### config.mk
export PLATFORM = sky130hd
export DESIGN_NAME = glos_stepper
export DESIGN_NICKNAME = d
export VERILOG_FILES = /design/src/design/glos_pkg.sv /design/src/design/glos_stepper.sv
export SDC_FILE = /design/constraint.sdc
export NUM_CORES = 1
export LEC_CHECK = 0
export BUFFER_PORTS_ARGS = -buffer_cell sky130_fd_sc_hd__buf_2
export CAP_MARGIN = 25
export CORE_MARGIN = 2
export CORE_UTILIZATION = 45
export DETAILED_ROUTE_END_ITERATION = 8
export PLACE_DENSITY = 0.6
export SYNTH_ARGS = -nofsm -noshare
export SYNTH_HDL_FRONTEND = slang
export SYNTH_SLANG_ARGS = --single-unit
### constraint.sdc
create_clock -name aclk -period 9.05 [get_ports aclk]
set_clock_uncertainty 0.1 [all_clocks]
set_input_delay 0.4525 -clock aclk [delete_from_list [all_inputs] [get_ports aclk]]
set_output_delay 0.4525 -clock aclk [all_outputs]
set_load 0.05 [all_outputs]
### src/design/glos_pkg.sv
// Shared constants, types and helpers of the grid line-of-sight checker.
package glos_pkg;

    localparam int MAP_WIDTH  = 256;
    localparam int MAP_HEIGHT = 256;

    localparam int COL_AW  = $clog2(MAP_WIDTH);
    localparam int ROW_AW  = $clog2(MAP_HEIGHT);
    localparam int FIELD_W = 8;
    localparam int DIM_AW  = (COL_AW > ROW_AW) ? COL_AW : ROW_AW;
    // Signed coordinates with room for one cell beyond either border.
    localparam int CRD_W   = ((DIM_AW > FIELD_W) ? DIM_AW : FIELD_W) + 2;
    localparam int ERR_W   = CRD_W + 2;

    // Input beat layout of s_tdata, lowest bit first.
    localparam int WR_X_LSB   = 0;
    localparam int WR_Y_LSB   = 8;
    localparam int WR_BLK_BIT = 16;
    localparam int FROM_X_LSB = 17;
    localparam int FROM_Y_LSB = 25;
    localparam int TO_X_LSB   = 33;
    localparam int TO_Y_LSB   = 41;
    localparam int S_TDATA_W  = 56;
    localparam int M_TDATA_W  = 8;

    localparam logic MODE_WRITE = 1'b0;
    localparam logic MODE_QUERY = 1'b1;

    typedef logic signed [CRD_W-1:0] crd_t;
    typedef logic signed [ERR_W-1:0] err_t;

    typedef enum logic [1:0] {
        ST_IDLE,
        ST_WALK,
        ST_DRAIN,
        ST_DONE
    } state_t;

    // Which row of the 3x3 window is being read.
    typedef logic [1:0] phase_t;
    localparam phase_t PH_ABOVE  = 2'd0;
    localparam phase_t PH_CENTER = 2'd1;
    localparam phase_t PH_BELOW  = 2'd2;

    typedef struct packed {
        logic load;
        logic advance;
    } step_ctrl_t;

    typedef struct packed {
        crd_t cx;
        crd_t cy;
        logic at_end;
    } step_stat_t;

    function automatic crd_t to_crd(input logic [FIELD_W-1:0] v);
        return crd_t'({{(CRD_W-FIELD_W){1'b0}}, v});
    endfunction

    function automatic logic in_map_x(input crd_t x);
        return (x >= crd_t'(0)) && (x < crd_t'(MAP_WIDTH));
    endfunction

    function automatic logic in_map_y(input crd_t y);
        return (y >= crd_t'(0)) && (y < crd_t'(MAP_HEIGHT));
    endfunction

endpackage

### src/design/glos_stepper.sv
// Bresenham line stepper: holds the current cell and the error term.
module glos_stepper import glos_pkg::*; (
    input  logic       aclk,
    input  step_ctrl_t ctrl,
    input  crd_t       from_x,
    input  crd_t       from_y,
    input  crd_t       to_x,
    input  crd_t       to_y,
    output step_stat_t stat
);

    crd_t x_reg, y_reg, x1_reg, y1_reg;
    crd_t x_next, y_next, x1_next, y1_next;
    err_t dx_reg, dy_reg, err_reg;
    err_t dx_next, dy_next, err_next;
    logic sx_reg, sy_reg, sx_next, sy_next;
    err_t e2;
    logic move_x, move_y;

    always_comb begin
        x_next   = x_reg;
        y_next   = y_reg;
        x1_next  = x1_reg;
        y1_next  = y1_reg;
        dx_next  = dx_reg;
        dy_next  = dy_reg;
        err_next = err_reg;
        sx_next  = sx_reg;
        sy_next  = sy_reg;
        e2       = err_reg <<< 1;
        move_x   = e2 > -dy_reg;
        move_y   = e2 < dx_reg;
        if (ctrl.load) begin
            x_next  = from_x;
            y_next  = from_y;
            x1_next = to_x;
            y1_next = to_y;
            dx_next = (to_x > from_x) ? err_t'(to_x) - err_t'(from_x)
                                      : err_t'(from_x) - err_t'(to_x);
            dy_next = (to_y > from_y) ? err_t'(to_y) - err_t'(from_y)
                                      : err_t'(from_y) - err_t'(to_y);
            sx_next = from_x < to_x;
            sy_next = from_y < to_y;
            err_next = dx_next - dy_next;
        end else if (ctrl.advance) begin
            err_next = err_reg - (move_x ? dy_reg : err_t'(0))
                               + (move_y ? dx_reg : err_t'(0));
            if (move_x) begin
                x_next = sx_reg ? x_reg + crd_t'(1) : x_reg - crd_t'(1);
            end
            if (move_y) begin
                y_next = sy_reg ? y_reg + crd_t'(1) : y_reg - crd_t'(1);
            end
        end
    end

    always_ff @(posedge aclk) begin
        x_reg   <= x_next;
        y_reg   <= y_next;
        x1_reg  <= x1_next;
        y1_reg  <= y1_next;
        dx_reg  <= dx_next;
        dy_reg  <= dy_next;
        err_reg <= err_next;
        sx_reg  <= sx_next;
        sy_reg  <= sy_next;
    end

    assign stat.cx     = x_reg;
    assign stat.cy     = y_reg;
    assign stat.at_end = (x_reg == x1_reg) && (y_reg == y1_reg);

endmodule

# After elaboration in Yosys (flattened, before gate mapping)
# Index checks and enable logic that the tools add are counted.
# W data, S select, Z words.
[totals]
reg_bits = 78
[op_classes]
n_mux = 14
add_sub_neg = 12
order_cmp = 6
n_eq_ne = 2
n_reduce_logical = 6
[op_table]
columns = ["cell", "count"]
rows = [
  ["$mux W10", 8],
  ["$mux W12", 6],
  ["$sub A10 B10 Y11", 4],
  ["$sub A12 B12 Y12", 2],
  ["$add A10 B2 Y10 const B", 2],
  ["$eq A10 B10 Y1", 2],
  ["$gt A10 B10 Y1", 2],
  ["$lt A10 B10 Y1", 2],
  ["$sub A10 B2 Y10 const B", 2],
  ["$add A12 B12 Y12", 1],
  ["$gt A12 B12 Y1", 1],
  ["$lt A12 B12 Y1", 1],
  ["$neg A12 Y12", 1],
  ["$reduce_bool A2 Y1", 3],
  ["$reduce_and A2 Y1", 2],
  ["$logic_and A1 B1 Y1", 1],
]

# Longest topological paths before layout
[depth]
word_depth = 7
depth_mapped = 23
mapped_depth_nobuf = 22

# Worst setup path after synthesis
# OpenSTA, ideal clock, no wires.
[synth_path]
path_type = "register to register"
from = "reg dy_reg[3]"
to = "reg err_reg[10] (data pin)"
stages_incl_launch_ff = 23
required_ps = 8690
n_path_buf = 1
path_slack_ps = 3561
arrival_ps = 5129
cell_sequence = "edfxtp_1 > or3_1 > nor2_1 > nand2_1 > nor4_1 > xor2_1 > ha_1 > a21oi_1 > nor2b_1 > a2111oi_0 > a31oi_1 > clkbuf_1 > and2_1 > fa_1 > inv_1 > fa_1 > a21o_1 > a21oi_1 > o21ai_0 > o41ai_1 > o21ai_0 > xnor2_1 > mux2_2"
[synth_between]
elab_chain_cells = 7
[synth_rtl]
columns = ["element", "line_no", "rtl"]
rows = [
  ["start, declared", "glos_stepper.sv:14", "err_t dx_reg, dy_reg, err_reg;"],
  ["start signal, assigned", "glos_stepper.sv:63", "dy_reg <= dy_next;"],
  ["$neg A12 Y12", "glos_stepper.sv:31", "move_x = e2 > -dy_reg;"],
  ["$gt A12 B12 Y1", "glos_stepper.sv:31", ""],
  ["$mux W12 *", "glos_stepper.sv:46", "err_next = err_reg - (move_x ? dy_reg : err_t'(0))"],
  ["$sub A12 B12 Y12 *", "glos_stepper.sv:46", ""],
  ["$add A12 B12 Y12 *", "glos_stepper.sv:47", "+ (move_y ? dx_reg : err_t'(0));"],
  ["$mux W12 *", "glos_stepper.sv:45", "end else if (ctrl.advance) begin"],
  ["$mux W12 *", "glos_stepper.sv:33", "if (ctrl.load) begin"],
  ["net err_next[10]", "glos_stepper.sv:15", "err_t dx_next, dy_next, err_next;"],
  ["end signal, assigned", "glos_stepper.sv:64", "err_reg <= err_next;"],
  ["end, declared", "glos_stepper.sv:14", ""],
]
# The timed path passes the listed nets; every way through them passes the cells marked *. The select of a mux whose other input is x is not followed.
# A chain may end at the register's enable or synchronous reset.

# Final worst setup path
# Same ends and word-level chain as after synthesis.

==> reports/metrics.yaml <==
status:
  status: "complete, no violations"
setup_path:
  critPathRequiredTime_ns: 9.04
  cp-start-kind: "register"
  cp-end-kind: "register"
  reg2reg_from: "dy_reg[3]$_DFFE_PP_"
  critPathKind: "register to register"
  r2r_end: "err_reg[10]$_DFFE_PP_"
  rr_worst_depth: 21
  crit_fanout: 12
  rrSetupSlack_ns: 2.81
  arrival_ns: 6.22
cells_and_area:
  drive_above_1_share_pct: 11.33
  n_antenna_cell: 0
  area_growth_pct: 10.22
  nFillCells: 1569
  final_nets: 1015
  multi_input_area_um2: 4613
  regArea_um2: 2252
  final_cell_mix: "119 x inv_1, 102 x ha_1, 75 x edfxtp_1"
  final_common_cell: "inv_1"
min_path:
  min_to: "x1_reg[4]$_DFFE_PP_"
  holdPathStages: 1
  hp-start: "to_x[4]"
  hold_path_class: "input pin to register"
global_routing:
  globalRoute.totalOverflow: 0
  grt_pass1_vias: 5692
  grtUsageTotal_pct: 20.57
  grt_pass1_wl_um: 28730
  grt_max_degree: 68
  antenna_found_initial: 0
cts:
  cts_buffer_depth: 2
  cts.repair.resized: 0
  ctsRootBufferMaster: "clkbuf_16"
  cts_hold_buf: 0
  htree_num_levels: 3
  clkLatencyLatePin_ns: 0.34
  clock_sinks: 75
  post-cts-setup-buffer-count: 0
  clk_pin_slew_ns: 0.06
  numCtsBuffers: 9
  cts_tree: "done"
sta:
  fmax_mhz: 160.3
  final.min_clock_period_ns: 6.238
  worstMarginPinSlew_ns: 0.8822
  tns_ns: 0
  period_share_pct: 68.93
  setup_ws_ns: 2.812
  relSlewSlack_pct: 40.91
  setup_viol: 0
  final_hold_viol_count: 0
  maxSlewViolCount: 0
  grt_setup_unrepaired: "false"
yosys:
  synth_top_area_share_pct: 30.40
  syn_area_um2: 7410
  async_flop_share_pct: 0
  syn_inst: 796
  yosysWarnings: 0
  synth_area_per_cell_um2: 9.309
  ys_ff_latch: 75
  synth_top_area_cell: "edfxtp_1"
  synth.distinct_cells: 61
  synth_edf_count: 75
  yosysSeqAreaShare_pct: 30.40
  synth_ff_type: "edfxtp_1"
  synthTopCellsByArea: "edfxtp_1 30%, ha_1 17%, inv_1 6.0%"
  synth_nets: 958
die:
  chipWidth_um: 132.3
  dieArea_um2: 17510
  core_area_um2: 16000
  num_io_pins: 64
  rows: 46
  die_y_um: 132.3
  start_util_pct: 46.31
power:
  power.leakage_uw: 0.003784
  powerDensity_nw_per_um2: 352.7
  peakVddDrop_mv: 0.1676
  power_uw: 2881
placed_design:
  gp_congestion: 0.8833
  hpwl_um: 14320
  place_ws_ns: 2.794
  io_buffers: 63
routing:
  drtPass1Iterations: 5
  viasPerCell: 5.326
  wl_um: 17490
  drt-initial-drc-count: 339
  postRouteAntennaNets: 0
  route.vias.total: 5709
  drc_errors: 0
  wl_per_cell_um: 16.32
job:
  cap_violations: 0
-- critical path: stages, from the launching register on --
cell and delay [ns]:
edfxtp_1 0.43, or3_1 0.41, nor2_1 0.24, nand2_1 0.14
nor4_1 0.26, xor2_1 0.19, ha_1 0.27, a21oi_1 0.17
nor2b_1 0.07, a2111oi_0 0.37, a31oi_1 0.38, and2_1 0.31
fa_1 0.51, inv_1 0.07, fa_1 0.45, a21o_1 0.18
a21oi_1 0.22, o21ai_0 0.17, o41ai_1 0.45, o21ai_0 0.21
xnor2_1 0.15, mux2_2 0.26
-- cells by family after synthesis --
| family | count (synthesis) | synth area share, % |
|---|---|---|
| simple gates | 177 | 11.26 |
| compound gates | 174 | 14.94 |
| buf+inv | 139 | 7.345 |
| fa+ha+maj | 119 | 21.82 |
| xor+xnor | 86 | 10.35 |
| flops | 75 | 30.40 |
| mux | 26 | 3.884 |
-- cells in the mapped netlist (all sizes together), types with 6 or more instances --
library cell,n
nand3,10
xor2,36
o21bai,8
fa,17
nor4,6
a21o,17
nor3,13
mux2i,16
and2,11
buf,8
ha,102
clkbuf,11
nor2,41
edfxtp,75
nor2b,9
a21oi,57
nand2,63
inv,120
mux2,9
xnor2,49
o21ai,46
nand4,7
-- power by group --
group	switching (µW)	internal (µW)
clock network	135	179
logic	1090	821
registers	106	548
-- how the worst max path moves through the flow --
stage                                   start                     to  slack (ns)  cells past startpoint
after floorplan           dy_reg[3]$_DFFE_PP_  err_reg[10]$_DFFE_PP_        3.56                     22
after global placement    dy_reg[3]$_DFFE_PP_  err_reg[10]$_DFFE_PP_        3.05                     21
after detailed placement  dy_reg[3]$_DFFE_PP_  err_reg[10]$_DFFE_PP_        2.79                     21
after CTS                 dy_reg[3]$_DFFE_PP_  err_reg[10]$_DFFE_PP_        2.76                     21
after global routing      dy_reg[3]$_DFFE_PP_  err_reg[10]$_DFFE_PP_        2.16                     21
final                     dy_reg[3]$_DFFE_PP_  err_reg[10]$_DFFE_PP_        2.81                     21
-- per-layer routing --
metal,part of all wire [%],wire length (µm),up-vias,GRT usage [%]
li1,-,-,2872,-
met1,48,8418,2674,28.31
met2,46,8122,134,33.62
met3,3.7,653,29,2.461
met4,1.7,299,0,7.109
met5,0,0,-,0
-- cell type report --
cell class                      instances  share of cell area, %
Sequential cell                        75                  27.58
Timing Repair Buffer                   65                  4.075
Tap cell                              216                  3.309
Clock buffer                            9                  2.758
Multi-Input combinational cell        582                  56.49
Clock inverter                          5                 0.2758
Inverter                              120                  5.516
-- per-stage QoR --
stage                     hold slack [ns]  area [µm²]  std cells  util [%]
final                              0.2314        8167       1072     51.04
after floorplan                    0.4514        7410        796         -
after global placement             0.5765        7919       1058     49.49
after global routing               0.2225        8167       1072     51.04
after detailed placement           0.5745        7919       1058     49.49
after CTS                          0.2189        8167       1072     51.04
Power figures use the tool's default switching activity.
